==> config.mk <==
export PLATFORM = sky130hd
export DESIGN_NAME = epve_queue
export DESIGN_NICKNAME = d
export VERILOG_FILES = /design/src/sv/epve_pkg.sv /design/src/sv/epve_queue.sv
export SDC_FILE = /design/constraint.sdc
export NUM_CORES = 1
export LEC_CHECK = 0
export ABC_CLOCK_PERIOD_IN_PS = 5300
export BUFFER_PORTS_ARGS = -buffer_cell sky130_fd_sc_hd__buf_2
export CORE_MARGIN = 5
export CORE_UTILIZATION = 39
export CTS_CLUSTER_DIAMETER = 100
export CTS_CLUSTER_SIZE = 10
export DETAILED_ROUTE_END_ITERATION = 16
export GPL_TIMING_DRIVEN = 0
export PLACE_DENSITY = 0.69
export SYNTH_ARGS = -nofsm -noshare
export SYNTH_HDL_FRONTEND = slang
export SYNTH_SLANG_ARGS = --single-unit
==> constraint.sdc <==
create_clock -name clk -period 5.3 [get_ports clk]
set_input_delay 0.53 -clock clk [delete_from_list [all_inputs] [get_ports clk]]
set_output_delay 0.53 -clock clk [all_outputs]
set_load 0.03 [all_outputs]
==> src/sv/epve_pkg.sv <==
// Shared types and constants for the encoder position/velocity estimator.
// No dependencies; every other file of the block refers to it by scoped names.
package epve_pkg;

    localparam int CNT_W      = 48;   // raw encoder count
    localparam int DELTA_W    = 49;   // count difference
    localparam int SUM_W      = 52;   // low-speed accumulator
    localparam int OPND_W     = 52;   // multiplier operand (covers delta and sum)
    localparam int GAIN_W     = 32;   // Q16.16 gains and threshold
    localparam int RES_W      = 64;   // saturated results
    localparam int SAMP_W     = 4;    // low-speed sample counter
    localparam int CFG_IDX_W  = 3;
    localparam int CFG_DATA_W = 48;
    localparam int LANES      = 3;

    localparam int AVERAGE_SAMPLES_DEF = 11;
    localparam int QUEUE_DEPTH_DEF     = 4;

    // configuration register indexes
    localparam logic [CFG_IDX_W-1:0] REG_REVERSE   = 3'd0;
    localparam logic [CFG_IDX_W-1:0] REG_ORIGIN    = 3'd1;
    localparam logic [CFG_IDX_W-1:0] REG_UNIT_GAIN = 3'd2;
    localparam logic [CFG_IDX_W-1:0] REG_THRESHOLD = 3'd3;
    localparam logic [CFG_IDX_W-1:0] REG_FAST_GAIN = 3'd4;
    localparam logic [CFG_IDX_W-1:0] REG_SLOW_GAIN = 3'd5;

    localparam logic [GAIN_W-1:0] UNIT_GAIN_RST = 32'd65536;
    localparam logic [GAIN_W-1:0] FAST_GAIN_RST = 32'd65536;
    localparam logic [GAIN_W-1:0] SLOW_GAIN_RST = 32'd6554;

    // what the back end does with the velocity estimate
    localparam logic [1:0] VEL_HOLD  = 2'd0;
    localparam logic [1:0] VEL_LOAD  = 2'd1;
    localparam logic [1:0] VEL_CLEAR = 2'd2;

    // multiplier lanes
    localparam int LANE_INC = 0;
    localparam int LANE_POS = 1;
    localparam int LANE_VEL = 2;

    typedef struct packed {
        logic                     reverse;
        logic signed [CNT_W-1:0]  origin;
        logic [GAIN_W-1:0]        unit_gain;
        logic [GAIN_W-1:0]        threshold;
        logic [GAIN_W-1:0]        fast_gain;
        logic [GAIN_W-1:0]        slow_gain;
    } cfg_t;

    // classified sample passed from front to back
    typedef struct packed {
        logic                      zero;
        logic                      low;
        logic signed [DELTA_W-1:0] delta;
        logic signed [DELTA_W-1:0] diff;
    } entry_t;

endpackage

==> src/sv/epve_queue.sv <==
// Small FIFO of classified samples between front and back end.
// Depends on epve_pkg for the entry type.
module epve_queue #(
    parameter int DEPTH = epve_pkg::QUEUE_DEPTH_DEF
) (
    input  logic            clk,
    input  logic            rst_n,
    input  logic            push,
    input  epve_pkg::entry_t wr_data,
    output logic            full,
    input  logic            pop,
    output epve_pkg::entry_t rd_data,
    output logic            empty
);

    localparam int PTR_W   = $clog2(DEPTH);
    localparam int COUNT_W = $clog2(DEPTH + 1);

    epve_pkg::entry_t slot_reg [DEPTH];

    logic [PTR_W-1:0]   wr_ptr_reg, wr_ptr_next;
    logic [PTR_W-1:0]   rd_ptr_reg, rd_ptr_next;
    logic [COUNT_W-1:0] count_reg, count_next;

    assign full    = count_reg == COUNT_W'(DEPTH);
    assign empty   = count_reg == '0;
    assign rd_data = slot_reg[rd_ptr_reg];

    always_comb
    begin
        wr_ptr_next = wr_ptr_reg;
        rd_ptr_next = rd_ptr_reg;
        count_next  = count_reg;
        if (push)
        begin
            wr_ptr_next = (wr_ptr_reg == PTR_W'(DEPTH - 1)) ? '0 : wr_ptr_reg + 1'b1;
        end
        if (pop)
        begin
            rd_ptr_next = (rd_ptr_reg == PTR_W'(DEPTH - 1)) ? '0 : rd_ptr_reg + 1'b1;
        end
        if (push && !pop)
        begin
            count_next = count_reg + 1'b1;
        end
        else if (pop && !push)
        begin
            count_next = count_reg - 1'b1;
        end
    end

    always_ff @(posedge clk or negedge rst_n)
    begin
        if (!rst_n)
        begin
            wr_ptr_reg <= '0;
            rd_ptr_reg <= '0;
            count_reg  <= '0;
        end
        else
        begin
            wr_ptr_reg <= wr_ptr_next;
            rd_ptr_reg <= rd_ptr_next;
            count_reg  <= count_next;
        end
    end

    always_ff @(posedge clk)
    begin
        if (push)
        begin
            slot_reg[wr_ptr_reg] <= wr_data;
        end
    end

    a_count_bound: assert property (@(posedge clk) disable iff (!rst_n)
        count_reg <= COUNT_W'(DEPTH))
        else $error("queue count exceeds depth");

    a_no_overflow: assert property (@(posedge clk) disable iff (!rst_n)
        !(push && full && !pop))
        else $error("push into full queue");

    a_no_underflow: assert property (@(posedge clk) disable iff (!rst_n)
        !(pop && empty))
        else $error("pop from empty queue");

endmodule

### Yosys cells after proc, flatten, opt, wreduce, memory -nomap -nowiden

Memory sizes are Yosys's and may differ from the RTL's.
Cells that the tools add are included.
W data, S select, Z words.

* memories kept: 1
* bits in writable memories: 400
* register bits after elaboration: 7
* logic and storage cells: 23
* output and inout bits: 102

* reduce and logical (&&, ||, !) cells: 6
* eq/ne operators: 3
* mux-type cells: 6
* add/sub/neg operators: 4

Memories
* slot_reg: words 4, bits a word 100, rd ports 1, clocked after Yosys merged registers in 0, write ports 1, line epve_queue.sv:19 `epve_pkg::entry_t slot_reg [DEPTH];`

Operators with widths (number)
* $mux W3: 2
* $add A2 B1 Y2 const B: 2
* $eq A2 B2 Y1 const B: 2
* $mux W2: 2
* $add A3 B1 Y3 const B: 1
* $eq A3 B3 Y1 const B: 1
* $logic_not A3 Y1: 1
* $sub A3 B1 Y3 const B: 1
* $logic_and A1 B1 Y1: 2
* $logic_not A1 Y1: 2
* $mux W1: 2
* $reduce_bool A2 Y1: 1

### Depth between registers and ports, before layout

* depth after elaboration: 4
* gate-level depth with buffers: 7

### Worst setup path before layout

OpenSTA, ideal clock, no wires.

* path kind: register to register
* start: reg wr_ptr_reg[0]
* end: mem slot_reg[2][0] in the netlist's numbering (enable)
* period minus slack after synthesis: 3404 ps
* path buffers: 0
* data required time: 4830 ps
* arrival time: 2935 ps
* setup time: 470 ps
* slack: 1896 ps
* cell stages (with the launch flop): 4
* path through: dfrtp_1 > inv_1 > ha_1 > and2_1

RTL lines
* start, declared: line epve_queue.sv:21 `logic [PTR_W-1:0] wr_ptr_reg, wr_ptr_next;`
* start signal, assigned: line epve_queue.sv:62 `wr_ptr_reg <= wr_ptr_next;`
* end, declared: line epve_queue.sv:19

Straight into the memory's write port.

==> flow_summary.ini <==
[synthesis]
synth_ff_type = edfxtp_1
ys_seq_area_frac = 0.821
syn_nets = 670
synth-seq-cells = 407
synthCells = 559
synth_top_area_frac = 0.809
synth_cell_types = 19
synth-edff-count = 400
yosysMostFrequentCell = edfxtp_1
yosysWarnings = 0
synth_area_leaders = edfxtp_1 81%, mux4_2 15%, dfrtp_1 1.2%
synth.avg_cell_area_um2 = 26.6
synth_area_um2 = 14800
yosys.area.top_type = edfxtp_1
synthTopCellsByCount = 400 x edfxtp_1, 100 x mux4_2, 10 x buf_2, 9 x buf_6, 7 x dfrtp_1
async_flop_share = 0.0172

[power]
finalPower_mw = 10.5
seqPwrFrac = 0.402
max-vdd-ir-drop_mv = 0.427
switching_share = 0.334
p_leak_nw = 6.10
power.density_nw_per_um2 = 588
p_sw_mw = 3.52
p_comb_frac = 0.339
pwr-share-clk = 0.258
p_int_mw = 7.02

[sta]
clock.fmax_ghz = 0.369
whs_ps = 186
worst_pin_slew_ps = 825
rsz0062_at_grt = false
hold_violations = 0
setup_slack_ps = 2590
period_share = 0.511
setup_viol = 0
slew_violations = 0
setup_tns_ps = 0
relSlewSlack = 0.450
skew_ps = 24.5
min_period_ps = 2710

[detailed_routing]
first_pass_iters = 4
drtAntennaViolNets = 0
vias_per_cell = 4.96
wire_per_inst_um = 21.4
via_count = 6716
drt_iter0_markers = 337
drc = 0
wl_um = 28900

[critical_path]
crit_top_cell = buf_6
crit_chain = buf_6 > buf_6 > mux4_2 > buf_2
worstPathMaxFanout = 10
critPathArrivalTime_ps = 2180
max_stage_delay_ps = 530
rr_startpoint = wr_ptr_reg[0]
worst_setup_path_end_kind = output port
crit_slowest_cell = mux4_2
critPathLaunchType = flip-flop
r2r_slack_ps = 3190
required_ps = 4770
r2r_cells = 4
worstSetupPathType = flip-flop to output port
reg2reg_to = slot_reg[0][29]

[floorplan]
die-height_um = 205
dieWidth_um = 205
start_util = 0.394
io_pins = 206
rows = 71
core_um2 = 37700
dieArea_um2 = 42100

[placed_design]
place_ws_ps = 3050
dp_hpwl_um = 18100
port_buffers = 205
place.gp.congestion = 0.689
dp.cells = 1281
place_area_um2 = 16700

[grt]
grt_pass1_vias = 7447
grt_max_degree = 56
grt_usage = 0.139
grt_pass1_wl_um = 44200
grt_overflow = 0
antenna_found_initial = 2

[clocking]
ctsHoldBuffers = 1
ctsResizeCount = 0
clockRootBuffer = clkbuf_16
clk_pin_slew_worst_paths_ps = 60
clock_sinks = 407
h-tree-depth = 2
cts_setup_buffers = 0
cts_tree = yes
cts_buffers = 46
clockBufferDepth = 3
clk_latency_ps = 560

[final_layout]
final_cell_count_no_fill = 1353
finalCoreUtilization = 0.476
final_cell_area_um2 = 17900
area_growth_pct = 20.9
layout-drive-gt1-share = 0.463
layout.nets = 930
largest_reg_flops = 400

[worst_hold_path]
hp-class = input port to flip-flop
hold_depth = 1
hold_path_end = slot_reg[3][78]
min_from = wr_data[78]

[job]
drv_cap = 0

[outcome]
outcome = finished clean
-- cell type report --
type	count	area (µm²)
plain buffers	22	170
repair buffers	212	1190
diodes	2	5.00
multi-input cells	126	2480
fillers	3137	19700
clock buffers	65	1220
well taps	511	639
inverters	4	15.0
flip-flops and latches	407	12200
clock inverters	4	38.8
-- cells by family (layout without fill, tap and decap cells) --
family | Yosys count | count (layout) | synth area share
flops | 407 | 407 | 0.821
mux | 103 | 103 | 0.154
buf+inv | 26 | 307 | 0.0125
simple gates | 11 | 11 | 0.00379
fa+ha+maj | 7 | 7 | 0.00641
xor+xnor | 3 | 3 | 0.00177
compound gates | 2 | 2 | 0.000674
other cells | 0 | 2 | 0
-- placed cells by master (no fill, tap or decap) --
cell type / Yosys / layout
nor3_1: 1 / 1
clkbuf_1: 1 / 20
nor2_1: 3 / 3
o21ai_0: 2 / 2
clkinv_2: 0 / 1
buf_6: 9 / 9
nand2_1: 2 / 2
and2_4: 0 / 4
xnor2_1: 1 / 1
dfrtp_1: 7 / 7
buf_12: 0 / 2
dlygate4sd3_1: 0 / 1
ha_1: 6 / 6
mux2_2: 3 / 3
diode_2: 0 / 2
edfxtp_1: 400 / 400
inv_6: 0 / 2
inv_1: 4 / 4
clkbuf_16: 0 / 46
buf_2: 10 / 215
buf_4: 2 / 2
fa_1: 1 / 1
nor3b_1: 1 / 1
mux4_2: 100 / 100
buf_16: 0 / 4
clkinv_8: 0 / 1
xor2_1: 2 / 2
-- worst max-delay path: cells and delay by family, from the launching register on --
family	cells	cell delay [ps]
DFF	1	420
buffers and inverters	3	670
muxes	1	530
-- worst max-delay path by stage --
| stage | from | to | slack [ps] |
|---|---|---|---|
| 2_1_floorplan | wr_ptr_reg[0] | slot_reg[2][0] | 1900 |
| 3_3_place_gp | push | slot_reg[3][31] | -180 |
| 3_5_place_dp | rd_ptr_reg[1] | rd_data[21] | 3050 |
| 4_1_cts | rd_ptr_reg[1] | rd_data[21] | 2450 |
| 5_1_grt | rd_ptr_reg[1] | rd_data[21] | 2420 |
| 6_report | rd_ptr_reg[0] | rd_data[59] | 2590 |
-- power groups by stage --
stage,clock [mW],sequential [mW],combinational (mW)
floorplan,0,4.32,2.59
global placement,0,4.39,3.60
detailed placement,0,4.31,3.69
CTS,2.82,4.25,3.70
global route,2.96,4.28,3.83
finish,2.73,4.24,3.58
-- layer usage --
metal,global-route usage,routed length (µm)
met5,0,20
met4,0.0397,557
met3,0.0404,2040
met2,0.231,14400
met1,0.179,11900
Power figures use the tool's default switching activity.
