--- src/sv/epve_pkg.sv ---
// Shared types and constants for the encoder position/velocity estimator.
// No dependencies; every other file of the block refers to it by scoped names.
package epve_pkg;

    localparam int CNT_W      = 48;   // raw encoder count
    localparam int DELTA_W    = 49;   // count difference
    localparam int SUM_W      = 52;   // low-speed accumulator
    localparam int OPND_W     = 52;   // multiplier operand (covers delta and sum)
    localparam int GAIN_W     = 32;   // Q16.16 gains and threshold
    localparam int RES_W      = 64;   // saturated results
    localparam int SAMP_W     = 4;    // low-speed sample counter
    localparam int CFG_IDX_W  = 3;
    localparam int CFG_DATA_W = 48;
    localparam int LANES      = 3;

    localparam int AVERAGE_SAMPLES_DEF = 11;
    localparam int QUEUE_DEPTH_DEF     = 4;

    // configuration register indexes
    localparam logic [CFG_IDX_W-1:0] REG_REVERSE   = 3'd0;
    localparam logic [CFG_IDX_W-1:0] REG_ORIGIN    = 3'd1;
    localparam logic [CFG_IDX_W-1:0] REG_UNIT_GAIN = 3'd2;
    localparam logic [CFG_IDX_W-1:0] REG_THRESHOLD = 3'd3;
    localparam logic [CFG_IDX_W-1:0] REG_FAST_GAIN = 3'd4;
    localparam logic [CFG_IDX_W-1:0] REG_SLOW_GAIN = 3'd5;

    localparam logic [GAIN_W-1:0] UNIT_GAIN_RST = 32'd65536;
    localparam logic [GAIN_W-1:0] FAST_GAIN_RST = 32'd65536;
    localparam logic [GAIN_W-1:0] SLOW_GAIN_RST = 32'd6554;

    // what the back end does with the velocity estimate
    localparam logic [1:0] VEL_HOLD  = 2'd0;
    localparam logic [1:0] VEL_LOAD  = 2'd1;
    localparam logic [1:0] VEL_CLEAR = 2'd2;

    // multiplier lanes
    localparam int LANE_INC = 0;
    localparam int LANE_POS = 1;
    localparam int LANE_VEL = 2;

    typedef struct packed {
        logic                     reverse;
        logic signed [CNT_W-1:0]  origin;
        logic [GAIN_W-1:0]        unit_gain;
        logic [GAIN_W-1:0]        threshold;
        logic [GAIN_W-1:0]        fast_gain;
        logic [GAIN_W-1:0]        slow_gain;
    } cfg_t;

    // classified sample passed from front to back
    typedef struct packed {
        logic                      zero;
        logic                      low;
        logic signed [DELTA_W-1:0] delta;
        logic signed [DELTA_W-1:0] diff;
    } entry_t;

endpackage

--- src/sv/epve_front.sv ---
// Front end: takes sample beats, applies direction, forms delta and offset
// from origin, classifies fast/low speed and pushes into the queue. Uses epve_pkg.
module epve_front (
    input  logic                          clk,
    input  logic                          rst_n,
    input  logic                          in_valid,
    output logic                          in_ready,
    input  logic                          in_zero,
    input  logic signed [epve_pkg::CNT_W-1:0] in_count,
    input  epve_pkg::cfg_t                cfg,
    input  logic                          q_full,
    output logic                          q_push,
    output epve_pkg::entry_t              q_entry
);

    localparam logic signed [epve_pkg::CNT_W-1:0] CNT_MIN =
        {1'b1, {(epve_pkg::CNT_W-1){1'b0}}};
    localparam logic signed [epve_pkg::CNT_W-1:0] CNT_MAX =
        {1'b0, {(epve_pkg::CNT_W-1){1'b1}}};

    logic                              f1_valid_reg;
    logic                              f1_zero_reg;
    logic signed [epve_pkg::CNT_W-1:0] f1_count_reg;
    logic signed [epve_pkg::CNT_W-1:0] last_reg, last_next;

    logic signed [epve_pkg::CNT_W-1:0]   dir_count;
    logic signed [epve_pkg::DELTA_W-1:0] delta;
    logic signed [epve_pkg::DELTA_W-1:0] diff;
    logic                                low;
    logic                                accept;

    assign in_ready = !f1_valid_reg || !q_full;
    assign accept   = in_valid && in_ready;
    assign q_push   = f1_valid_reg && !q_full;

    // negate for reversed mounting; the most negative count saturates
    always_comb
    begin
        dir_count = in_count;
        if (cfg.reverse)
        begin
            dir_count = (in_count == CNT_MIN) ? CNT_MAX : -in_count;
        end
    end

    always_comb
    begin
        delta = epve_pkg::DELTA_W'(f1_count_reg) - epve_pkg::DELTA_W'(last_reg);
        diff  = epve_pkg::DELTA_W'(f1_count_reg) - epve_pkg::DELTA_W'(cfg.origin);
        if (f1_zero_reg)
        begin
            delta = '0;
            diff  = '0;
        end
        // low speed: negative, or delta * 65536 below the threshold
        low = delta[epve_pkg::DELTA_W-1]
            || ((delta[epve_pkg::DELTA_W-1:16] == '0)
                && ({delta[15:0], 16'h0000} < cfg.threshold));
        q_entry.zero  = f1_zero_reg;
        q_entry.low   = low;
        q_entry.delta = delta;
        q_entry.diff  = diff;

        last_next = last_reg;
        if (q_push)
        begin
            last_next = f1_zero_reg ? '0 : f1_count_reg;
        end
    end

    always_ff @(posedge clk or negedge rst_n)
    begin
        if (!rst_n)
        begin
            f1_valid_reg <= 1'b0;
            last_reg     <= '0;
        end
        else
        begin
            last_reg <= last_next;
            if (accept)
            begin
                f1_valid_reg <= 1'b1;
            end
            else if (q_push)
            begin
                f1_valid_reg <= 1'b0;
            end
        end
    end

    always_ff @(posedge clk)
    begin
        if (accept)
        begin
            f1_zero_reg  <= in_zero;
            f1_count_reg <= dir_count;
        end
    end

    a_zero_clears_last: assert property (@(posedge clk) disable iff (!rst_n)
        (q_push && f1_zero_reg) |=> (last_reg == '0))
        else $error("zero command did not clear last count");

endmodule

--- config.mk ---
export PLATFORM = sky130hd
export DESIGN_NAME = epve_front
export DESIGN_NICKNAME = d
export VERILOG_FILES = /design/src/sv/epve_pkg.sv /design/src/sv/epve_front.sv
export SDC_FILE = /design/constraint.sdc
export NUM_CORES = 1
export LEC_CHECK = 0
export BUFFER_PORTS_ARGS = -buffer_cell sky130_fd_sc_hd__buf_2
export CAP_MARGIN = 20
export CORE_AREA = 2 2 169 171
export DETAILED_ROUTE_END_ITERATION = 10
export DIE_AREA = 0 0 171 173
export PLACE_DENSITY_LB_ADDON = 0.15
export SYNTH_ARGS = -nofsm -noshare
export SYNTH_HDL_FRONTEND = slang
export SYNTH_SLANG_ARGS = --single-unit
--- constraint.sdc ---
create_clock -name clk -period 8 [get_ports clk]
set_input_delay 0.8 -clock clk [delete_from_list [all_inputs] [get_ports clk]]
set_output_delay 0.8 -clock clk [all_outputs]
set_load 0.1 [all_outputs]
* Yosys cells after proc, flatten, opt, wreduce, memory -nomap -nowiden
Index checks and enable logic that the tools add are counted. W data, S select, Z words.
Operators by class: add/subtract/negate cells 3, $lt $le $gt $ge 1, reductions and logical operators 9, equal/unequal tests 1, multiplexer cells 7
Operators by type and width (count):
- $mux W48 | 3
- $mux W49 | 2
- $sub A48 B48 Y49 | 2
- $eq A48 B48 Y1 const B | 1
- $neg A48 Y48 | 1
- $logic_not A33 Y1 | 1
- $lt A32 B32 Y1 | 1
- $logic_and A1 B1 Y1 | 3
- $logic_not A1 Y1 | 2
- $logic_or A1 B1 Y1 | 2
- $mux W1 | 2
- $reduce_bool A2 Y1 | 1
Storage, ports and cells: flip-flop bits (word level) 98, input port bits 230, output and inout port bits 102, word-level logic and storage cells 25

* Logic depth before layout (Yosys ltp)
Gate-level depths: netlist of run 1.
depth in word-level cells 5, mapped depth 25

* Least setup slack after synthesis of run 1
No wires, ideal clock.
path kind register -> output, start register f1_count_reg[7] in the netlist's numbering, end output port q_entry[98] in the netlist's numbering, buffers on the path 1, stages on the path, launching flop included 25, path slack 1.520 ns, data arrival time 5.680 ns, cell sequence edfxtp_1 > ha_1 > and3_1 > nand2_1 > a31o_1 > o21a_1 > o21ai_0 > a21o_1 > a21oi_1 > xor2_1 > nor2_1 > ha_1 > nand2_1 > nor2_1 > o211ai_1 > a21oi_1 > nand2_1 > nand3_1 > a2111o_1 > nor4_1 > nand3b_1 > nor4_1 > a41oi_1 > a31oi_1 > buf_4
RTL lines:
- from (decl) | RTL line epve_front.sv:23 | logic signed [epve_pkg::CNT_W-1:0] f1_count_reg;
- from (signal assigned) | RTL line epve_front.sv:97 | f1_count_reg <= dir_count;
- to (decl) | RTL line epve_front.sv:13 | output epve_pkg::entry_t q_entry

==> key figures, run 1 <==
Run status
  • Outcome: completed

Die
  • FP Rows: 61
  • Initial Util: 0.3966
  • Die area: 29580 um2
  • Die height: 173 um
  • I/O Pins: 332
  • Die W: roughly 170 um
  • Core ar.: 27630 um2

Global routing
  • Initial antenna violation count: 1
  • GR Util All Layers: 0.2067
  • Gr ovfl total: 0
  • Global-route wire length before repair: 49.70 mm
  • Vias in the first global route: 9722
  • Largest net degree at the start of global routing: 97

Yosys
  • Mapped Area: between 10000 and 15000 um2
  • Post-synth EDFFs: between 40 and 50
  • Xor/xnor share of the synthesized area: 0.09991
  • Multiplexer share of the synthesized area: 0.004111
  • Yosys warns: 0
  • Avg Cell Area, Syn: 7.454 um2
  • Post-Synth Adder-Cell Area: 0.1327
  • Syn Inst Count: 1470
  • Async set or reset register ratio after synthesis: 0.5000
  • Top FF cell, synth: edfxtp_1
  • Total nets after synthesis: 1815
  • Synth Register Bits: 98
  • Largest family of logic cells by synthesized area: compound AO/OA/AOI/OAI gates
  • Synth Area in Compound Gates: 0.2335
  • Seq/Total Area, Yosys: 0.2462
  • Netlist cell types: 67
  • Synth Area in Simple Gates: 0.2141

Finish
  • Layout Utilization: 0.4606
  • Nets: ~2000
  • Ant diodes: 0
  • Share of cells above drive strength 1: 0.1649
  • Layout area overhead: 16.13%
  • Non-Filler Instances: 2046

Critical path
  • CP Class: reg -> out
  • Critical path's slowest cell: edfxtp_1
  • Critical path's largest stage delay: between 0.4 and 0.5 ns
  • CP required: 7.20 ns
  • Crit-path most repeated cell: nand2_1
  • Critical path cell sequence: ha_1, and3_1, nand2_1, a31o_1, o21a_1, o21ai_0, a21o_1, a21oi_1, xor2_1, nor2_1, ha_1, nand2_1, nor2_1, o211ai_1, a21oi_1, nand2_1, nand3_1, a2111o_1, nor4_1, nand3b_1, nor4_1, a41oi_1, a31oi_1, buf_2
  • Maximum fanout along the worst path: 6
  • Startpoint Class: register
  • Crit path DAT: around 5.3 ns
  • CP endpoint kind: primary output

Clock tree
  • Skew-Pair Late Insertion Delay: 0.36 ns
  • Setup Buffers After CTS: 0
  • Max H-tree Level: 3
  • TritonCTS clock tree: built
  • Clock sink count: 98
  • Num CTS Buffers: 9
  • CTS resizes: 0
  • Root buffer cell: clkbuf_16
  • Maximum clock insertion buffer count: 2
  • Hold buffer count at CTS: 0
  • CTS clock-pin slew for the worst setup and hold paths: roughly 0.070 ns

STA
  • Worst Max-Slew Pin Slew: 0.8968 ns
  • Tcrit/Tclk final: 0.7681
  • Fmax: 162.7 MHz
  • Final hold violation count: 0
  • Slew headroom: 0.4021
  • Sum Neg Setup Slack: 0 ns
  • RSZ-0062 raised after global routing: false
  • Final Max Slew Viols: 0
  • Hold WS: 0.4797 ns
  • Tmin final: 6.145 ns
  • Final-report setup violation count: 0
  • Worst clock skew: around 0.016 ns

Drt
  • Drt drc: 0
  • TritonRoute pass-1 iters: 5
  • WL final: 31.35 mm
  • Antenna Violating Nets Remaining: 0
  • DR WL/cell: 15.32 um
  • Initial drt markers: roughly 720
  • DR vias/cell: 5.183
  • Vias: between 10000 and 15000

Power
  • Pwr Total: 0.002820 W
  • Static Leak: 6.237 nW
  • Maximum VDD drop: ~0.00011 V
  • PwrDens: 221.6 nW/um2

Placed design
  • Port bufs: 235
  • Placed cell count: 2030
  • Post-DP HPWL: 25.54 mm
  • Placer Congestion: 0.8643

Flow run
  • Max-Cap Viols: 0

Worst hold path
  • Min-delay worst type: reg -> reg
-- cells by family after synthesis --
| logic type | count (synthesis) |
|---|---|
| buffers and inverters | 201 |
| and+or+nand+nor | 520 |
| DFF | 98 |
| muxes | 4 |
| xor gates and xnor gates | 125 |
| AOI/OAI and AO/OA | 407 |
| adders and majority gates | 115 |
-- stage by stage --
| stage | area, um2 | worst slack, ns |
|---|---|---|
| after global routing | 12730 | 1.422 |
| after floorplan | 10960 | 1.520 |
| after CTS | 12730 | 1.903 |
| after global placement | 12430 | 2.331 |
| after detailed placement | 12430 | 2.305 |
| final | 12730 | 1.855 |
-- cells in the final DEF, fill, tap and decap left out, drive strengths merged, types with 4 or more instances in the layout --
cell,Yosys,layout
a21o,53,53
o21ai,116,116
nor3,19,19
o21a,15,15
o21bai,17,17
and2,13,13
nor2b,17,17
clkbuf,52,10
or4,6,6
edfxtp,49,49
dfrtp,49,49
a21oi,105,105
a211o,4,4
buf,8,242
ha,113,113
o211ai,10,10
o41ai,8,8
nor4,9,9
nand2,219,219
a211oi,10,10
xor2,80,80
or3,12,12
o31ai,23,23
or2,5,5
nand2b,12,12
a31oi,20,20
and3,7,7
inv,140,143
xnor2,45,45
nor2,141,141
mux2,4,4
nand4,20,20
nand3,30,30
-- metal layers --
metal  vias to the layer above  GRT usage  wire length [um]
met5                         -          0                13
met4                         2    0.03884               325
met3                        21    0.02060              1751
met2                       303     0.3034             12580
met1                      4772     0.3258             16670
li1                       5507          -                 -
-- where the power goes --
group | total (W) | internal [W] | switching [W]
clock network | 0.000440 | 0.000233 | 0.000207
logic | 0.00176 | 0.000445 | 0.00131
registers | 0.000622 | 0.000584 | 0.0000378
-- critical path: cells and delay by family (launching register included) --
| family | cells | cell delay (ns) |
|---|---|---|
| AOI/OAI and AO/OA | 10 | 1.79 |
| and+or+nand+nor | 10 | 1.30 |
| buffers and inverters | 1 | 0.45 |
| adders and majority gates | 2 | 0.78 |
| DFF | 1 | 0.47 |
| xor gates and xnor gates | 1 | 0.20 |
-- synthesized netlist by cell type (4+ instances only) --
library cell | instances | area (um2)
buf_1 | 6 | 22.52
o21ai_1 | 20 | 100.1
nand2_1 | 219 | 822.0
and2_1 | 13 | 81.33
a211o_1 | 4 | 35.03
o31ai_1 | 23 | 172.7
o211ai_1 | 10 | 75.07
ha_1 | 113 | 1414
or4_1 | 4 | 30.03
o21a_1 | 15 | 112.6
nand2b_1 | 12 | 75.07
a31oi_1 | 20 | 125.1
o21bai_1 | 17 | 127.6
a21o_1 | 53 | 397.9
nor4_1 | 9 | 56.30
nand4_1 | 20 | 125.1
xor2_1 | 80 | 700.7
nand3_1 | 30 | 150.1
inv_1 | 140 | 525.5
edfxtp_1 | 49 | 1471
nor2_1 | 141 | 529.3
nor3_1 | 19 | 95.09
o41ai_1 | 7 | 61.31
or3_1 | 9 | 56.30
nor2b_1 | 17 | 106.4
clkbuf_1 | 52 | 195.2
a21oi_1 | 105 | 525.5
o21ai_0 | 96 | 480.5
mux2_2 | 4 | 45.04
xnor2_1 | 45 | 394.1
dfrtp_1 | 49 | 1226
a211oi_1 | 10 | 75.07
and3_1 | 7 | 43.79
-- final timing paths --
kind | from | to | slack (ns) | cells after the start
min in group asynchronous | rst_n | last_reg[46]$_DFFE_PN0P_ | 0.55 | 2
min reg2reg | last_reg[14]$_DFFE_PN0P_ | last_reg[14]$_DFFE_PN0P_ | 0.48 | 2
min | last_reg[14]$_DFFE_PN0P_ | last_reg[14]$_DFFE_PN0P_ | 0.48 | 2
max in group asynchronous | rst_n | last_reg[7]$_DFFE_PN0P_ | 6.95 | 2
max reg2reg | f1_zero_reg$_DFFE_PP_ | last_reg[11]$_DFFE_PN0P_ | 6.03 | 5
max | f1_count_reg[8]$_DFFE_PP_ | q_entry[98] | 1.86 | 24
-- layout make-up --
cell class,instances,area (um2)
clock buffers,10,250.2
clock inverters,6,45.04
fillers,2877,14900
inverters,141,529.3
multi-input cells,1171,7502
flip-flops and latches,98,2698
well taps,378,473.0
repair buffers,242,1229
No activity file was read; power rests on OpenSTA's default activity.
==> run 2: changes to the inputs <==
--- a/config.mk
+++ b/config.mk
@@ -5,11 +5,12 @@
 export SDC_FILE = /design/constraint.sdc
 export NUM_CORES = 1
 export LEC_CHECK = 0
+export ABC_AREA = 1
 export BUFFER_PORTS_ARGS = -buffer_cell sky130_fd_sc_hd__buf_2
 export CAP_MARGIN = 20
-export CORE_AREA = 2 2 169 171
+export CORE_AREA = 2 2 185 187
 export DETAILED_ROUTE_END_ITERATION = 10
-export DIE_AREA = 0 0 171 173
+export DIE_AREA = 0 0 187 189
 export PLACE_DENSITY_LB_ADDON = 0.15
 export SYNTH_ARGS = -nofsm -noshare
 export SYNTH_HDL_FRONTEND = slang
==> constraint.sdc (replaced) <==
create_clock -name clk -period 5.5 [get_ports clk]
set_input_delay 0.55 -clock clk [delete_from_list [all_inputs] [get_ports clk]]
set_output_delay 0.55 -clock clk [all_outputs]
set_load 0.1 [all_outputs]
==> run 2 against run 1 <==
- sequential share of layout area decreased by 3.5 points
- final cell count increased by 43%
- clock skew decreased by 0.0068 ns
- global-route usage increased by 4.7 points
- largest power group unchanged
- sequential power increased by 44%
- total power increased by 46%
- clock-buffer cell count increased by 1
- die area increased by 19%
- critical path depth increased by 5
- synthesized cell count increased by 54%
- highest routed layer is now met4
==> key figures, run 2 <==
Die
  • Core ar.: 33280 um2
  • FP Rows: 67
  • Initial Util: 0.3975
  • Die height: 189 um
  • Die W: roughly 190 um
  • I/O Pins: 332
  • Die area: 35340 um2

Yosys
  • Total nets after synthesis: 2609
  • Synth top cells by count: 582 x nand2_1, 464 x inv_1, 245 x nor2_1
  • Yosys top cell area share: 0.1651
  • Yosys warns: 0
  • Seq/Total Area, Yosys: 0.2039
  • Syn Inst Count: approximately 2300
  • Avg Cell Area, Syn: 5.844 um2
  • Mapped Area: 13230 um2
  • Netlist cell types: between 50 and 60
  • Async set or reset register ratio after synthesis: 0.5000
  • Post-synth EDFFs: 49
  • Synth area leaders: nand2_1 17%, inv_1 13%, edfxtp_1 11%, ha_1 11%, dfrtp_1 9.3%
  • Top FF cell, synth: edfxtp_1
  • Most common cell in the synthesized netlist: nand2_1
  • Yosys top cell by area: nand2_1
  • Synth Register Bits: roughly 100

Critical path
  • R2R Setup Slk: 3.38 ns
  • Worst Setup EP: q_entry[98]
  • Crit-path most repeated cell: nand2_1
  • CP startpoint: f1_count_reg[0]$_DFFE_PP_
  • Critical path's largest stage delay: 0.41 ns
  • CP Class: reg -> out
  • Startpoint Class: register
  • Critical path's slowest cell: fa_1
  • Maximum fanout along the worst path: 5
  • Reg2reg end: last_reg[42]$_DFFE_PN0P_
  • Reg2Reg Depth: 4
  • Crit path DAT: 4.42 ns
  • FF-to-FF Start: f1_zero_reg$_DFFE_PP_
  • CP required: 4.95 ns
  • CP endpoint kind: primary output

Global routing
  • Initial antenna violation count: 0
  • GR Layer Usage met2: 0.4201
  • Met3 Resource Use GR: 0.02539
  • Gr ovfl total: 0
  • Global-route wire length before repair: just over 70 mm
  • Largest net degree at the start of global routing: 89
  • Vias in the first global route: roughly 14000
  • Met1 usage: 0.3415
  • Global routing's busiest layer: met2
  • GR Util All Layers: 0.2533

STA
  • Tmin final: 4.973 ns
  • Tcrit/Tclk final: 0.9041
  • Sum Neg Setup Slack: 0 ns
  • Final-report setup violation count: 0
  • RSZ-0062 raised after global routing: false
  • Worst clock skew: around 0.0094 ns
  • Worst Max-Slew Pin Slew: 0.9281 ns
  • Hold WS: roughly 0.29 ns
  • Slew headroom: 0.3813
  • Final Max Slew Viols: 0
  • Final hold violation count: 0
  • Fmax: 201.1 MHz

Clock tree
  • Skew-Pair Late Insertion Delay: 0.36 ns
  • Maximum clock insertion buffer count: 2
  • CTS clock-pin slew for the worst setup and hold paths: ~0.070 ns
  • Clock sink count: 98
  • Root buffer cell: clkbuf_16
  • Hold buffer count at CTS: 0
  • TritonCTS clock tree: built
  • Max H-tree Level: 3
  • Num CTS Buffers: 9

Drt
  • Initial drt markers: 818
  • Vias: 14600
  • DR WL/cell: between 15 and 20 um
  • Antenna Violating Nets Remaining: 0
  • Drt drc: 0
  • DR vias/cell: between 4 and 5
  • TritonRoute pass-1 iters: 8
  • WL final: 44.95 mm

Power
  • PwrDens: around 270 nW/um2
  • Static Leak: 8.491 nW
  • Pwr Total: ~0.0041 W
  • Maximum VDD drop: 0.0001381 V

Placed design
  • Port bufs: 235
  • Post-DP HPWL: 38.68 mm
  • Area after DPL: 14860 um2
  • Placer Congestion: 0.9318

Worst hold path
  • Min-delay worst type: in -> async

Flow run
  • Max-Cap Viols: 0

Finish
  • Filler instances: 3668
  • Nets: 2825
  • Layout area overhead: 15.06%
  • Post-route cell area: 15220 um2
  • Ant diodes: 0
  • Share of cells above drive strength 1: 0.1268
  • Most common cell after layout, fill and taps aside: nand2_1
  • Most frequent cells in the layout: 582 x nand2_1, 463 x inv_1, 244 x nor2_1, 234 x buf_2, 180 x nand3_1

Run status
  • Outcome: completed
-- run 2: cell types whose count changed after synthesis, moves of 45 or more --
| cell | delta |
|---|---|
| inv_1 | +324 |
| nand2_1 | +363 |
| nor2_1 | +104 |
| o21ai_0 | +71 |
| a21oi_1 | +74 |
| nand3_1 | +150 |
| a21o_1 | -45 |
| xor2_1 | -68 |
-- run 2: cell type report --
type                       count  area (um2)  area share
sequential                    98        2698      0.1772
tap                          448       560.5     0.03682
multi-input combinational   1663        8625      0.5666
clock inverter                 5       80.08    0.005261
clock buffer                  11       275.3     0.01808
timing repair buffer         242        1231     0.08088
inverter                     466        1753      0.1152
-- run 2: power by group --
part           switching, W  internal (W)
registers         0.0000491      0.000846
clock network      0.000279      0.000454
logic               0.00192      0.000585
total               0.00225       0.00188
-- run 2: kinds of logic (layout without fill, tap and decap cells) --
| group | Yosys count | in the layout | share of synthesized area |
|---|---|---|---|
| fa+ha+maj | 115 | 115 | 0.1099 |
| xor+xnor | 17 | 17 | 0.01125 |
| flops | 98 | 98 | 0.2039 |
| buf+inv | 503 | 724 | 0.1459 |
| simple gates | 1134 | 1134 | 0.3701 |
| compound gates | 397 | 397 | 0.1590 |
-- run 2: timing repair --
item / CTS / global route
hold endpoints to repair: 0 / 0
setup buffers: 0 / 0
setup endpoints to repair: 0 / 1
gates resized for setup: 0 / 2
-- run 2: worst min path at each step --
stage | cells after the start | end | start
4_1_cts | 2 | last_reg[45]$_DFFE_PN0P_ | rst_n
3_3_place_gp | 2 | last_reg[0]$_DFFE_PN0P_ | f1_count_reg[0]$_DFFE_PP_
3_5_place_dp | 2 | last_reg[0]$_DFFE_PN0P_ | f1_count_reg[0]$_DFFE_PP_
6_report | 2 | last_reg[47]$_DFFE_PN0P_ | rst_n
2_1_floorplan | 0 | f1_valid_reg$_DFFE_PN0P_ | rst_n
5_1_grt | 2 | last_reg[47]$_DFFE_PN0P_ | rst_n
-- run 2: critical path: cells and delay by family (launching register included) --
family	cells	cell delay (ns)
DFF	1	0.35
adders and majority gates	3	0.89
AOI/OAI and AO/OA	3	0.50
and+or+nand+nor	17	1.66
buffers and inverters	6	0.65
-- run 2: metal layers --
layer  up-vias  routed length (um)
met2       413               19990
met3        76                2021
met1      6434               21380
li1       7674                   -
met4         0                1558
met5         -                   0
-- run 2: stage by stage --
stage                     cells  setup WS, ns  utilization
after floorplan            2264        0.1526            -
after global placement     2917        0.8301       0.4465
after detailed placement   2917        0.7501       0.4465
after CTS                  2933        0.3329       0.4572
after global routing       2933       0.06853       0.4574
final                      2933        0.5275       0.4574
==> run 3: changes to the inputs <==
--- a/config.mk
+++ b/config.mk
@@ -8,9 +8,11 @@
 export ABC_AREA = 1
 export BUFFER_PORTS_ARGS = -buffer_cell sky130_fd_sc_hd__buf_2
 export CAP_MARGIN = 20
-export CORE_AREA = 2 2 185 187
+export CELL_PAD_IN_SITES_DETAIL_PLACEMENT = 1
+export CELL_PAD_IN_SITES_GLOBAL_PLACEMENT = 1
+export CORE_AREA = 2 2 201 203
 export DETAILED_ROUTE_END_ITERATION = 10
-export DIE_AREA = 0 0 187 189
+export DIE_AREA = 0 0 203 205
 export PLACE_DENSITY_LB_ADDON = 0.15
 export SYNTH_ARGS = -nofsm -noshare
 export SYNTH_HDL_FRONTEND = slang
==> run 3 against run 2 <==
- die area is 18% higher
- sequential power about the same
- clock power fell by 5.7%
- largest cell class unchanged
- critical endpoint unchanged
- first-iteration DRC count fell by 38%
==> key figures, run 3 (synthesis results as in run 2) <==
STA
  • Final Max Slew Viols: 0
  • Final-report setup violation count: 0
  • Final hold violation count: 0
  • Fmax: between 200 and 250 MHz
  • Worst Max-Slew Pin Slew: 0.8252 ns
  • Tmin final: about 5.0 ns
  • Tcrit/Tclk final: 0.9029
  • Sum Neg Setup Slack: 0 ns
  • RSZ-0062 raised after global routing: false
  • Worst clock skew: 0.02000 ns
  • Worst setup margin: 0.5342 ns
  • Slew headroom: 0.4479

Critical path
  • Cell count along the critical path: 27
  • R2R Setup Slk: ~3.1 ns
  • Startpoint Class: register
  • Crit-path most repeated cell: nand2_1
  • Critical path's largest stage delay: approximately 0.42 ns
  • FF-to-FF Start: f1_zero_reg$_DFFE_PP_
  • Reg2reg end: last_reg[38]$_DFFE_PN0P_
  • CP bufs+invs: 5
  • CP required: 4.95 ns
  • CP endpoint kind: primary output
  • CP delay by family, top: simple AND/OR/NAND/NOR gates
  • Maximum fanout along the worst path: 5
  • CP Class: reg -> out
  • Critical path's slowest cell: fa_1
  • CP startpoint: f1_count_reg[0]$_DFFE_PP_
  • Reg2Reg Depth: 5
  • Crit path DAT: 4.42 ns
  • Worst Setup EP: q_entry[98]

Drt
  • Drt drc: 0
  • DR vias/cell: around 5
  • TritonRoute pass-1 iters: 5
  • Vias: 14910
  • Antenna Violating Nets Remaining: 0
  • DR WL/cell: 16.81 um
  • Initial drt markers: 509
  • WL final: just over 50 mm

Clock tree
  • Root buffer cell: clkbuf_16
  • Skew-Pair Late Insertion Delay: between 0.3 and 0.4 ns
  • Num CTS Buffers: 9
  • Max H-tree Level: 3
  • CTS clock-pin slew for the worst setup and hold paths: 0.08 ns
  • TritonCTS clock tree: built
  • Hold buffer count at CTS: 0
  • Maximum clock insertion buffer count: 2
  • Clock sink count: 98

Power
  • Pwr Total: around 0.0042 W
  • Maximum VDD drop: 0.0001100 V
  • Static Leak: 8.495 nW
  • PwrDens: 270.9 nW/um2

Die
  • Core ar.: 39370 um2
  • I/O Pins: about 330
  • Initial Util: 0.3361
  • Die W: 203 um
  • Die height: approximately 210 um
  • FP Rows: 73
  • Die area: 41620 um2

Finish
  • Ant diodes: 0
  • Layout area overhead: 15.77%
  • Nets: 2829
  • Post-route cell area: about 15000 um2
  • Share of cells above drive strength 1: 0.1282
  • Most common cell after layout, fill and taps aside: nand2_1
  • Non-Filler Instances: 3014
  • Most frequent cells in the layout: 582 x nand2_1, 463 x inv_1, 244 x nor2_1, 234 x buf_2, 180 x nand3_1

Placed design
  • Placed cell count: 2995
  • Dpl ws: between 0.6 and 0.7 ns
  • Port bufs: 235
  • Post-DP HPWL: between 40 and 50 mm
  • Area after DPL: 14960 um2
  • Placer Congestion: 0.9640

Global routing
  • Met3 Resource Use GR: 0.01957
  • GR Util All Layers: 0.2468
  • Initial antenna violation count: 0
  • Vias in the first global route: ~15000
  • Largest net degree at the start of global routing: 68
  • Global-route wire length before repair: 80.93 mm
  • Gr ovfl total: 0
  • Met1 usage: 0.3242
  • GR Layer Usage met2: 0.4335
  • Global routing's busiest layer: met2

Worst hold path
  • Min-delay worst type: in -> async

Run status
  • Outcome: completed

Flow run
  • Max-Cap Viols: 0
-- run 3: per-stage QoR --
stage / util / hold slack [ns]
floorplan: - / 0.2544
global placement: 0.3801 / 0.4925
detailed placement: 0.3801 / 0.5154
CTS: 0.3884 / 0.3017
global route: 0.3891 / 0.3360
finish: 0.3891 / 0.2781
-- run 3: layer usage --
metal,up-vias,wire [um],share of wire
met1,6954,24300,0.48
met4,0,1186,0.023
met3,54,1288,0.025
li1,7672,-,-
met5,-,0,0
met2,226,23890,0.47
-- run 3: worst min path at each step --
stage,to,slack (ns),cells past startpoint
2_1_floorplan,f1_valid_reg$_DFFE_PN0P_,0.25,0
6_report,last_reg[47]$_DFFE_PN0P_,0.28,2
3_3_place_gp,last_reg[0]$_DFFE_PN0P_,0.49,2
5_1_grt,last_reg[47]$_DFFE_PN0P_,0.34,2
3_5_place_dp,last_reg[0]$_DFFE_PN0P_,0.52,2
4_1_cts,last_reg[47]$_DFFE_PN0P_,0.30,2
-- run 3: layout make-up --
type | count | area, um2
repair buffers | 246 | 1261
inverters | 466 | 1753
clock inverters | 7 | 98.84
clock buffers | 9 | 225.2
multi-input cells | 1663 | 8625
fillers | 5427 | 24050
flip-flops and latches | 98 | 2698
well taps | 525 | 656.9
-- run 3: report_power, final --
group | total, W | leakage [nW] | internal (W) | switching [W]
Combinational | 0.00256 | 7.23 | 0.000591 | 0.00197
Sequential | 0.000896 | 1.11 | 0.000846 | 0.0000496
Clock | 0.000691 | 0.161 | 0.000402 | 0.000290
-- run 3: timing repair --
| item | CTS | global route |
|---|---|---|
| gates resized for setup | 0 | 2 |
| setup endpoints to repair | 0 | 1 |
| buffers inserted | 0 | 3 |
